<file path="src/plccs_pkg.sv">
// Shared types, constants and helper functions of the PLC command sequencer.
package plccs_pkg;

  // Width of the task tick counter.
  localparam int unsigned TicksW = 9;
  // Clamp applied to the scaled speed word.
  localparam logic [11:0] SPEED_CAP = 12'd4000;

  // Item modes on the input channel.
  localparam logic [1:0] MODE_TICK  = 2'd0;
  localparam logic [1:0] MODE_START = 2'd1;
  localparam logic [1:0] MODE_RX    = 2'd2;
  localparam logic [1:0] MODE_STOP  = 2'd3;

  // ASCII codes used by the receive side and the frame builder.
  localparam logic [7:0] CHAR_DOLLAR = 8'h24;
  localparam logic [7:0] CHAR_CR     = 8'h0D;
  localparam logic [7:0] CHAR_STAR   = 8'h2A;
  localparam logic [7:0] CHAR_ZERO   = 8'h30;
  localparam logic [7:0] CHAR_ONE    = 8'h31;
  localparam logic [7:0] CHAR_THREE  = 8'h33;

  // Frame prefixes.
  localparam logic [8*11-1:0] CSR_PREFIX  = "%01#WCSR000";
  localparam logic [8*17-1:0] DATA_PREFIX = "%01#WDD0010000101";

  // Configuration register indexes.
  typedef enum logic [2:0] {
    CFG_WITH_DATA  = 3'd0,
    CFG_DRIVE_MODE = 3'd1,
    CFG_TURN       = 3'd2,
    CFG_DATA_Q8    = 3'd3,
    CFG_SCALE_Q16  = 3'd4
  } cfg_reg_e;

  // Task kinds of both task lists.
  typedef enum logic [2:0] {
    TK_PLAY = 3'd0,
    TK_STOP = 3'd1,
    TK_PARM = 3'd2,
    TK_MODE = 3'd3,
    TK_TURN = 3'd4,
    TK_DATA = 3'd5,
    TK_TEST = 3'd6
  } task_kind_e;

  typedef struct packed {
    logic [1:0] mode;
    logic [7:0] rx_byte;
  } in_word_t;

  typedef struct packed {
    logic [7:0] tx_byte;
    logic       last_byte;
  } out_word_t;

  // Registers the frame builder reads.
  typedef struct packed {
    logic [3:0]  drive_mode_digit;
    logic [3:0]  turn_digit;
    logic [23:0] data_q8;
    logic [17:0] scale_q16;
  } frame_cfg_t;

  // Frame load request from the sequencer to the transmitter.
  typedef struct packed {
    logic       load;
    task_kind_e kind;
  } tx_req_t;

  // Task kind at a place of the active list.
  function automatic task_kind_e list_kind(input logic data_list, input logic [2:0] idx);
    task_kind_e k;
    k = TK_PLAY;
    if (data_list) begin
      unique case (idx)
        3'd0:    k = TK_PLAY;
        3'd1:    k = TK_MODE;
        3'd2:    k = TK_TURN;
        3'd3:    k = TK_DATA;
        3'd4:    k = TK_TEST;
        3'd5:    k = TK_PARM;
        default: k = TK_PLAY;
      endcase
    end else begin
      unique case (idx)
        3'd0:    k = TK_PLAY;
        3'd1:    k = TK_STOP;
        3'd2:    k = TK_PARM;
        default: k = TK_PLAY;
      endcase
    end
    return k;
  endfunction

  // Uppercase hex character of one nibble.
  function automatic logic [7:0] hex_char(input logic [3:0] v);
    logic [7:0] c;
    if (v < 4'd10) begin
      c = CHAR_ZERO + {4'h0, v};
    end else begin
      c = 8'h37 + {4'h0, v};
    end
    return c;
  endfunction

endpackage

</file>
<file path="src/plc_command_sequencer.sv">
// Top level of the PLC command sequencer: input register, task sequencer and config registers.
// An accepted item is registered and takes effect when it retires; items that send nothing go
// through at one per cycle. A frame's first word passes the input and word registers, then one
// word per cycle unless the output stalls (16 to 28 words), paced by the frame transmitter,
// which holds one frame; an item that sends a frame waits while an earlier one is still going
// out. Reset clears the sequencer state and loads the register defaults; no clearing pass.
module plc_command_sequencer #(
  parameter int unsigned RETRY_PERIOD  = 100,
  parameter int unsigned TIMEOUT_TICKS = 300
) (
  input  logic                 clk_i,
  input  logic                 rst_ni,
  input  logic                 cfg_we_i,
  input  logic [2:0]           cfg_idx_i,
  input  logic [23:0]          cfg_data_i,
  input  logic                 in_valid_i,
  output logic                 in_stall_o,
  input  plccs_pkg::in_word_t  in_word_i,
  output logic                 out_valid_o,
  input  logic                 out_stall_i,
  output plccs_pkg::out_word_t out_word_o
);
  import plccs_pkg::*;

  localparam int unsigned RetryW = (RETRY_PERIOD > 1) ? $clog2(RETRY_PERIOD) : 1;
  localparam logic [RetryW-1:0]  RetryLast = RetryW'(RETRY_PERIOD - 1);
  localparam logic [TicksW-1:0]  Timeout   = TicksW'(TIMEOUT_TICKS);

  // Configuration registers.
  logic        with_data_q;
  frame_cfg_t  cfg_q;

  // Sequencer state.
  logic [2:0]        task_index_q, task_index_d;
  logic [TicksW-1:0] task_ticks_q, task_ticks_d;
  logic [RetryW-1:0] retry_q, retry_d;
  logic              ack_seen_q, ack_seen_d;
  logic              go_flag_q, go_flag_d;
  logic              data_list_q, data_list_d;
  logic              dollar_q, dollar_d;

  // Input register.
  logic     in_valid_q;
  in_word_t in_word_q;

  logic        tx_free;
  tx_req_t     req;
  logic        emit;
  task_kind_e  emit_kind;
  logic        commit;
  logic        accept;
  logic [2:0]  list_size;
  logic        in_range;
  task_kind_e  cur_kind;
  logic        advance;
  logic [2:0]  index_inc;

  // Configuration writes.
  always_ff @(posedge clk_i or negedge rst_ni) begin
    if (!rst_ni) begin
      with_data_q            <= 1'b0;
      cfg_q.drive_mode_digit <= '0;
      cfg_q.turn_digit       <= '0;
      cfg_q.data_q8          <= '0;
      cfg_q.scale_q16        <= 18'd131465;
    end else if (cfg_we_i) begin
      unique case (cfg_reg_e'(cfg_idx_i))
        CFG_WITH_DATA:  with_data_q            <= cfg_data_i[0];
        CFG_DRIVE_MODE: cfg_q.drive_mode_digit <= cfg_data_i[3:0];
        CFG_TURN:       cfg_q.turn_digit       <= cfg_data_i[3:0];
        CFG_DATA_Q8:    cfg_q.data_q8          <= cfg_data_i;
        CFG_SCALE_Q16:  cfg_q.scale_q16        <= cfg_data_i[17:0];
        default: ;
      endcase
    end
  end

  // Task lookup for the current tick.
  assign list_size = data_list_q ? 3'd6 : 3'd3;
  assign in_range  = task_index_q < list_size;
  assign cur_kind  = list_kind(data_list_q, task_index_q);
  assign index_inc = task_index_q + 3'd1;

  // Does the held item send a frame, and which one.
  always_comb begin
    emit      = 1'b0;
    emit_kind = TK_STOP;
    if (in_word_q.mode == MODE_STOP) begin
      emit = 1'b1;
    end else if (in_word_q.mode == MODE_TICK && in_range && cur_kind != TK_PLAY &&
                 cur_kind != TK_PARM && retry_q == '0) begin
      emit      = 1'b1;
      emit_kind = cur_kind;
    end
  end

  // Handshake: the held item retires unless its frame must wait for the transmitter.
  assign commit     = in_valid_q && (!emit || tx_free);
  assign accept     = in_valid_i && !in_stall_o;
  assign in_stall_o = in_valid_q && !commit;
  assign req.load   = commit && emit;
  assign req.kind   = emit_kind;

  // Next sequencer state for the held item.
  always_comb begin
    task_index_d = task_index_q;
    task_ticks_d = task_ticks_q;
    retry_d      = retry_q;
    ack_seen_d   = ack_seen_q;
    go_flag_d    = go_flag_q;
    data_list_d  = data_list_q;
    dollar_d     = dollar_q;
    advance      = 1'b0;
    unique case (in_word_q.mode)
      MODE_TICK: begin
        if (!in_range) begin
          task_index_d = '0;
        end else begin
          if (cur_kind == TK_PLAY) begin
            advance = go_flag_q;
          end else if (cur_kind == TK_PARM) begin
            go_flag_d = 1'b0;
            advance   = 1'b1;
          end else if (ack_seen_q || task_ticks_q >= Timeout) begin
            task_ticks_d = '0;
            retry_d      = '0;
            ack_seen_d   = 1'b0;
            advance      = 1'b1;
          end else begin
            task_ticks_d = task_ticks_q + TicksW'(1);
            retry_d      = (retry_q == RetryLast) ? '0 : retry_q + RetryW'(1);
          end
          if (advance) begin
            task_index_d = (index_inc >= list_size) ? 3'd0 : index_inc;
          end
        end
      end
      MODE_START: begin
        data_list_d = with_data_q;
        go_flag_d   = 1'b1;
      end
      MODE_RX: begin
        if (in_word_q.rx_byte == CHAR_DOLLAR) begin
          dollar_d = 1'b1;
        end else if (in_word_q.rx_byte == CHAR_CR && dollar_q) begin
          ack_seen_d = 1'b1;
          dollar_d   = 1'b0;
        end
      end
      MODE_STOP: ;
    endcase
  end

  // Sequencer and input registers.
  always_ff @(posedge clk_i or negedge rst_ni) begin
    if (!rst_ni) begin
      task_index_q <= '0;
      task_ticks_q <= '0;
      retry_q      <= '0;
      ack_seen_q   <= 1'b0;
      go_flag_q    <= 1'b0;
      data_list_q  <= 1'b0;
      dollar_q     <= 1'b0;
      in_valid_q   <= 1'b0;
    end else begin
      if (commit) begin
        task_index_q <= task_index_d;
        task_ticks_q <= task_ticks_d;
        retry_q      <= retry_d;
        ack_seen_q   <= ack_seen_d;
        go_flag_q    <= go_flag_d;
        data_list_q  <= data_list_d;
        dollar_q     <= dollar_d;
      end
      if (accept) begin
        in_valid_q <= 1'b1;
      end else if (commit) begin
        in_valid_q <= 1'b0;
      end
    end
  end

  always_ff @(posedge clk_i) begin
    if (accept) begin
      in_word_q <= in_word_i;
    end
  end

  plccs_frame_tx u_frame_tx (
    .clk_i       (clk_i),
    .rst_ni      (rst_ni),
    .cfg_i       (cfg_q),
    .req_i       (req),
    .free_o      (tx_free),
    .out_valid_o (out_valid_o),
    .out_stall_i (out_stall_i),
    .out_word_o  (out_word_o)
  );

  // A frame is loaded only when the transmitter can take it.
  assert property (@(posedge clk_i) disable iff (!rst_ni) req.load |-> tx_free)
    else $error("frame loaded while transmitter busy");

  // The retry phase restarts together with the tick count.
  assert property (@(posedge clk_i) disable iff (!rst_ni) task_ticks_q == '0 |-> retry_q == '0)
    else $error("retry phase out of step with tick count");

  // A frame stays valid until its carriage return is taken.
  assert property (@(posedge clk_i) disable iff (!rst_ni)
                   out_valid_o && !out_stall_i && !out_word_o.last_byte |=> out_valid_o)
    else $error("frame ended before its last word");

  // The task index never leaves the range of the longer list.
  assert property (@(posedge clk_i) disable iff (!rst_ni) task_index_q < 3'd6)
    else $error("task index out of range");

endmodule

</file>
<file path="src/plccs_frame_tx.sv">
// Frame transmitter: builds a task's ASCII frame, sends a word per cycle unless stalled.
module plccs_frame_tx (
  input  logic                 clk_i,
  input  logic                 rst_ni,
  input  plccs_pkg::frame_cfg_t cfg_i,
  input  plccs_pkg::tx_req_t   req_i,
  output logic                 free_o,
  output logic                 out_valid_o,
  input  logic                 out_stall_i,
  output plccs_pkg::out_word_t out_word_o
);
  import plccs_pkg::*;

  logic        busy_q;
  task_kind_e  kind_q;
  logic [4:0]  idx_q;
  logic [41:0] prod_q;

  logic [7:0]  body [32];
  logic [4:0]  body_len;
  logic [3:0]  digit;
  logic [11:0] speed;
  logic [15:0] torque;
  logic        last;
  logic        done;

  // Speed product, registered ahead of the clamp.
  always_ff @(posedge clk_i) begin
    prod_q <= 42'(cfg_i.data_q8) * 42'(cfg_i.scale_q16);
  end

  // Clamped speed word and torque word, zero unless the drive mode picks them.
  always_comb begin
    speed  = '0;
    torque = '0;
    if (cfg_i.drive_mode_digit == 4'd0) begin
      if (prod_q[41:24] > {6'd0, SPEED_CAP}) begin
        speed = SPEED_CAP;
      end else begin
        speed = prod_q[35:24];
      end
    end
    if (cfg_i.drive_mode_digit == 4'd1) begin
      torque = cfg_i.data_q8[23:8];
    end
  end

  // Frame body ahead of the common tail.
  always_comb begin
    for (int i = 0; i < 32; i++) begin
      body[i] = 8'h00;
    end
    for (int i = 0; i < 11; i++) begin
      body[i] = CSR_PREFIX[8*(10-i) +: 8];
    end
    digit    = (kind_q == TK_MODE) ? cfg_i.drive_mode_digit : cfg_i.turn_digit;
    body_len = 5'd13;
    unique case (kind_q)
      TK_MODE, TK_TURN: begin
        body[11] = (kind_q == TK_MODE) ? CHAR_ONE : CHAR_THREE;
        if (digit >= 4'd10) begin
          body[12] = CHAR_ONE;
          body[13] = CHAR_ZERO + {4'h0, digit - 4'd10};
          body_len = 5'd14;
        end else begin
          body[12] = CHAR_ZERO + {4'h0, digit};
          body_len = 5'd13;
        end
      end
      TK_DATA: begin
        for (int i = 0; i < 17; i++) begin
          body[i] = DATA_PREFIX[8*(16-i) +: 8];
        end
        body[17] = hex_char(speed[7:4]);
        body[18] = hex_char(speed[3:0]);
        body[19] = hex_char(4'h0);
        body[20] = hex_char(speed[11:8]);
        body[21] = hex_char(torque[7:4]);
        body[22] = hex_char(torque[3:0]);
        body[23] = hex_char(torque[15:12]);
        body[24] = hex_char(torque[11:8]);
        body_len = 5'd25;
      end
      TK_TEST: begin
        body[11] = CHAR_ZERO;
        body[12] = CHAR_ONE;
      end
      default: begin
        // Stop frame; the other kinds never reach the transmitter.
        body[11] = CHAR_ZERO;
        body[12] = CHAR_ZERO;
      end
    endcase
  end

  // Select the current word: body, then two stars and the carriage return.
  always_comb begin
    last = (idx_q == body_len + 5'd2);
    if (idx_q < body_len) begin
      out_word_o.tx_byte = body[idx_q];
    end else if (last) begin
      out_word_o.tx_byte = CHAR_CR;
    end else begin
      out_word_o.tx_byte = CHAR_STAR;
    end
    out_word_o.last_byte = last;
  end

  assign out_valid_o = busy_q;
  assign done        = busy_q && !out_stall_i && last;
  assign free_o      = !busy_q || done;

  // Word counter of the frame in flight.
  always_ff @(posedge clk_i or negedge rst_ni) begin
    if (!rst_ni) begin
      busy_q <= 1'b0;
      kind_q <= TK_STOP;
      idx_q  <= '0;
    end else if (req_i.load) begin
      busy_q <= 1'b1;
      kind_q <= req_i.kind;
      idx_q  <= '0;
    end else if (busy_q && !out_stall_i) begin
      if (last) begin
        busy_q <= 1'b0;
      end else begin
        idx_q <= idx_q + 5'd1;
      end
    end
  end

endmodule

</file>
<file path="config.mk">
export PLATFORM = sky130hd
export DESIGN_NAME = plc_command_sequencer
export DESIGN_NICKNAME = d
export VERILOG_FILES = /design/src/plccs_pkg.sv /design/src/plc_command_sequencer.sv /design/src/plccs_frame_tx.sv
export SDC_FILE = /design/constraint.sdc
export NUM_CORES = 1
export LEC_CHECK = 0
export CORE_MARGIN = 3
export CORE_UTILIZATION = 35
export DETAILED_ROUTE_END_ITERATION = 8
export DONT_BUFFER_PORTS = 1
export GPL_TIMING_DRIVEN = 0
export PLACE_DENSITY_LB_ADDON = 0.1
export SETUP_SLACK_MARGIN = 0.3
export SYNTH_ARGS = -nofsm -noshare
export SYNTH_HDL_FRONTEND = slang
export SYNTH_HIERARCHICAL = 1
export SYNTH_SLANG_ARGS = --single-unit
</file>
<file path="constraint.sdc">
create_clock -name clk_i -period 9.81 [get_ports clk_i]
set_input_delay 1.962 -clock clk_i [delete_from_list [all_inputs] [get_ports clk_i]]
set_output_delay 1.962 -clock clk_i [all_outputs]
set_load 0.05 [all_outputs]
</file>
# --- After elaboration in Yosys (flattened, before gate mapping) ---
# Index checks and enable logic that the tools add are counted.
op_classes:
  n_eq_ne: 32
  multipliers: 1
  reduce_logical: 45
  n_bitwise: 3
  order_cmp: 14
  add_sub_neg: 22
  n_div: 0
  n_shift: 0
  mux: 65
ops:
  columns: ["op", "n"]
  rows:
  - ["6-bit by 4-bit adder with 7-bit output, first input constant", 16]
  - ["8-bit two-way mux", 12]
  - ["86-bit two-way mux", 1]
  - ["43-bit two-way mux", 1]
  - ["24-bit by 18-bit multiplier with 42-bit output", 1]
  - ["8-bit binary-select mux with 5-bit select", 1]
  - ["16-bit one-hot mux with 2 select lines", 1]
  - ["4-bit less-than comparator, second input constant", 7]
  - ["12-bit two-way mux", 2]
  - ["1-bit two-way mux", 23]
  - ["3-bit two-way mux", 7]
  - ["3-bit by 2-bit equality test with 1-bit output, second input constant", 6]
  - ["3-bit equality test, second input constant", 6]
  - ["18-bit by 12-bit > comparator with 1-bit output, second input constant", 1]
  - ["16-bit two-way mux", 1]
  - ["8-bit one-hot mux with 2 select lines", 1]
  - ["2-bit AND reduction", 8]
  - ["5-bit two-way mux", 3]
  - ["3-bit one-hot mux with 5 select lines", 1]
  - ["7-bit two-way mux", 2]
  - ["2-bit != test, second input constant", 6]
  - ["2-bit nonzero test", 6]
  - ["1-bit logical AND", 11]
  - ["5-bit one-hot mux with 2 select lines", 1]
  - ["41 further kinds", 57]
totals:
  out_inout_bits: 11
  ramBits: 0
  wordCells: 201
  input_bits: 42
  memories: 0
  register_bits: 136
  rom_bits: 0
  latch_bits: 0

# --- Depth between registers and ports, before layout ---
depth:
  depth_word: 17
  depth_mapped: 23
  ltp_nobuf: 22

# --- Hierarchy ---
# The synthesis kept the hierarchy.
by_module_without_submodules:
  columns: ["mod", "seq_area_each_um2", "instances", "area_each_um2", "cells_per_inst"]
  rows:
  - ["plccs_frame_tx", 586.8, 1, 15761.4, 1885]
  - ["plc_command_sequencer", 2183.3, 1, 3983.8, 317]

# --- Worst setup path after synthesis ---
# OpenSTA, ideal clock, no wires.
synth_timing:
  path_kind: "register to register"
  from: "reg cfg_q[40] (netlist name)"
  to: "reg u_frame_tx.prod_q[29]"
  setup_time_ns: 0.115
  period_less_slack_ns: 6.208
  setup_slack_ns: 3.602
  stages_incl_launch_ff: 23
  t_arrival_ns: 6.093
  path_buffers: 2
  path_cell_list: "dfrtp_1 -> clkbuf_1 -> clkbuf_1 -> nand2_1 -> fa_1 -> inv_1 -> fa_1 -> inv_1 -> fa_1 -> inv_1 -> fa_1 -> fa_1 -> inv_1 -> fa_1 -> inv_1 -> ha_1 -> a21o_1 -> a221oi_1 -> o21ai_0 -> a31o_2 -> or2_2 -> or3_1 -> and2_1"
synth_between:
  elab_chain_len: 1
synth_lines:
  columns: ["item", "line_no", "rtl"]
  rows:
  - ["start, declared", "plc_command_sequencer.sv:31", "frame_cfg_t cfg_q;"]
  - ["24-bit by 18-bit multiplier with 42-bit output", "plccs_frame_tx.sv:29", "prod_q <= 42'(cfg_i.data_q8) * 42'(cfg_i.scale_q16);"]
  - ["end signal, assigned", "plccs_frame_tx.sv:29", null]
  - ["end, declared", "plccs_frame_tx.sv:17", "logic [41:0] prod_q;"]
# Every way passes these cells.
# A chain may end at the register's enable or synchronous reset.

# --- Final worst setup path ---
layout_timing:
  from: "reg cfg_q[27] (netlist name)"
  to: "reg u_frame_tx.prod_q[35]"
# The elaborated chain is that of the path after synthesis.

==> flow_metrics.tcl <==
set metrics [dict create \
    grt_overflow 0 \
    gr-usage-met2_pct 35.5 \
    dpl.cell_count 2950 \
    path_buf_inv 5 \
    syn_nets 2737 \
    cts_hold_buf 0 \
    cts.path.max_buffers 2 \
    worstSetupEndpointType "flip-flop" \
    grt_max_degree 85 \
    die_width_um 244 \
    slew-limit-headroom_pct 18.0 \
    gp_congestion 0.872 \
    synth.area.top_cells "fa_1, dfrtp_1, ha_1, inv_1, nand2_1" \
    cts.reportedPaths.clkPinSlew_ns 0.08 \
    dr_total_vias 15000 \
    syn_area_per_cell_um2 8.97 \
    grt_pass1_wl_um 96400 \
    synth_xor_area_share_pct 1.24 \
    num_antenna_cells 0 \
    initial_utilization_pct 35.6 \
    rsz0062_at_grt "no" \
    path_max_fanout 10 \
    drive_above_1_share_pct 5.55 \
    cts_buffers 9 \
    detailedRoute.firstIterationViolations 973 \
    crit_chain "clkbuf_1 -> clkbuf_1 -> nand2_1 -> fa_1 -> fa_1 -> fa_1 -> fa_1 -> inv_1 -> fa_1 -> inv_1 -> fa_1 -> inv_1 -> ha_1 -> a21oi_1 -> o21ai_0 -> a221oi_1 -> a21oi_1 -> or2_2 -> a21oi_1 -> o21ai_0 -> xnor2_1" \
    slowest_delay_ns 1.00 \
    core_um2 55400 \
    fillers 5766 \
    fp-row-count 86 \
    synth_edf_count 10 \
    criticalPathCategory "flip-flop to flip-flop" \
    wl_per_cell_um 20.6 \
    clockRootBuffer "clkbuf_16" \
    io_buffer_count 0 \
    yosys_warnings 6 \
    layout_commonest_cell "inv_1" \
    synth-main-ff-cell "dfrtp_1" \
    synthAdderAreaFrac_pct 44.5 \
    fmax_mhz 119 \
    synth.ff_latch_count 112 \
    synth.yosys.seq_area_share_pct 14.0 \
    grt_pass1_vias 16000 \
    critical-path-slowest-cell "a221oi_1" \
    viasPerCell 5.07 \
    drt-total-wl_um 61000 \
    yosys.area_share.simple_pct 17.4 \
    whs_ns 0.484 \
    htreeDepth 3 \
    ys_async_sr_fraction_pct 75.0 \
    hold_viol 0 \
    num-nets-final 2748 \
    finalClockSkew_ns 0.0117 \
    dp_hpwl_um 50000 \
    firstDrtPassIters 6 \
    crit_required_ns 10.10 \
    finalCritPeriodShare_pct 86.0 \
    synth.mux.area_fraction_pct 3.55 \
    final_cell_mix "inv_1, fa_1, nand2_1" \
    synth_compound_area_share_pct 8.34 \
    finalSetupViolations 0 \
    drcViolationCount 0 \
    cap_violations 0 \
    insertion_delay_ns 0.39 \
    grt_busiest_layer "met2" \
    grtUsageTotal_pct 21.3 \
    path_common_cell "fa_1" \
    syn_inst 2202 \
    status "finished, final reports clean" \
    io_pins 53 \
    die_area_um2 59300 \
    syn-cell-area_um2 19700 \
    grtUsageMet1_pct 29.7 \
    utilization_pct 38.0 \
    die_h_um 244 \
    postCtsSetupBuffers 0 \
    setup_tns_ns 0 \
    tritoncts "built" \
    grt_use_met3_pct 2.78 \
    cts.sinks 112 \
    start_kind "flip-flop" \
    antenna_found_initial 1 \
    synthToLayoutAreaGrowth_pct 6.53 \
    drtAntennaViolNets 0 \
    synth_top_area_share_pct 35.5 \
    synth_largest_area_cell "fa_1" \
    min_period_ns 8.44 \
    tightest_slew_ns 1.21 \
    synth_top_family_by_area "adder cells" \
    ctsResizeCount 0 \
    cp_data_arrival_time_ns 8.72 \
    hold_class "flip-flop to flip-flop" \
    maxSlewViolCount 0 \
    ys_types 88 \
    stdcell_count 2966 \
    crit_family "adder cells" \
]
-- per-stage QoR --
step                      setup slack (ns)  area [µm²]
final                                 1.37       21000
after global routing                 0.708       21000
after CTS                             1.15       21000
after detailed placement              1.18       20700
after global placement                1.20       20700
after floorplan                       3.60       19700
-- worst reg2reg max path, stage by stage (launching register included) --
cell,delay (ns)
dfrtp_1,0.45
clkbuf_1,0.60
clkbuf_1,0.77
nand2_1,0.17
fa_1,0.54
fa_1,0.61
fa_1,0.46
fa_1,0.55
inv_1,0.06
fa_1,0.52
inv_1,0.05
fa_1,0.53
inv_1,0.04
ha_1,0.31
a21oi_1,0.14
o21ai_0,0.12
a221oi_1,1.00
a21oi_1,0.42
or2_2,0.42
a21oi_1,0.22
o21ai_0,0.13
xnor2_1,0.22
-- sequential cells by signal (all words and copies together), names as in the netlist, 3 cells and up --
| name | flops |
|---|---|
| cfg_q | 50 |
| in_word_q | 10 |
| retry_q | 7 |
| task_index_q | 3 |
| task_ticks_q | 9 |
| u_frame_tx/idx_q | 5 |
| u_frame_tx/kind_q | 3 |
| u_frame_tx/prod_q | 18 |
-- synthesized netlist by cell type, types with 11 or more instances --
| cell | count |
|---|---|
| mux2_2 | 57 |
| dfxtp_1 | 18 |
| dfrtp_1 | 78 |
| nor3_1 | 25 |
| nor2_1 | 63 |
| xnor2_1 | 16 |
| ha_1 | 143 |
| xor2_1 | 12 |
| nand2_1 | 335 |
| inv_1 | 456 |
| and2_1 | 168 |
| o21ai_0 | 65 |
| fa_1 | 350 |
| nand2b_1 | 14 |
| a21oi_1 | 54 |
| and3_1 | 11 |
| clkbuf_1 | 87 |
| nand3_1 | 22 |
-- metal layers --
layer	up-vias	routed length [µm]
met2	371	29100
met3	55	3020
met4	2	1080
li1	6845	-
met1	7752	27800
met5	-	13
-- cell type report --
type	instances	area, µm²	share of cell area (%)
Tap cell	748	936	4.45
Clock inverter	6	81.3	0.387
Multi-Input combinational cell	1529	14900	70.6
Clock buffer	10	250	1.19
Sequential cell	112	2770	13.2
Buffer	103	427	2.03
Inverter	458	1720	8.17
-- kinds of logic after synthesis --
kind of cell | after synthesis
xor gates and xnor gates | 28
DFF | 112
other | 1
and+or+nand+nor | 704
adders and majority gates | 493
buffers and inverters | 561
muxes | 63
AOI/OAI and AO/OA | 240
-- final timing paths --
kind,start,to,slack (ns),depth (start not counted)
max,cfg_q[27],u_frame_tx/prod_q[35],1.37,21
min,in_word_q[0],dollar_q,0.48,1
max reg2reg,cfg_q[27],u_frame_tx/prod_q[35],1.37,21
min reg2reg,in_word_q[0],dollar_q,0.48,1
max in group asynchronous,rst_ni,cfg_q[17],8.26,0
min in group asynchronous,rst_ni,in_valid_q,1.26,0
Power is left out: the tool's default activity adds up to more than one toggle a clock period on the data nets, which glitch-free logic cannot reach.
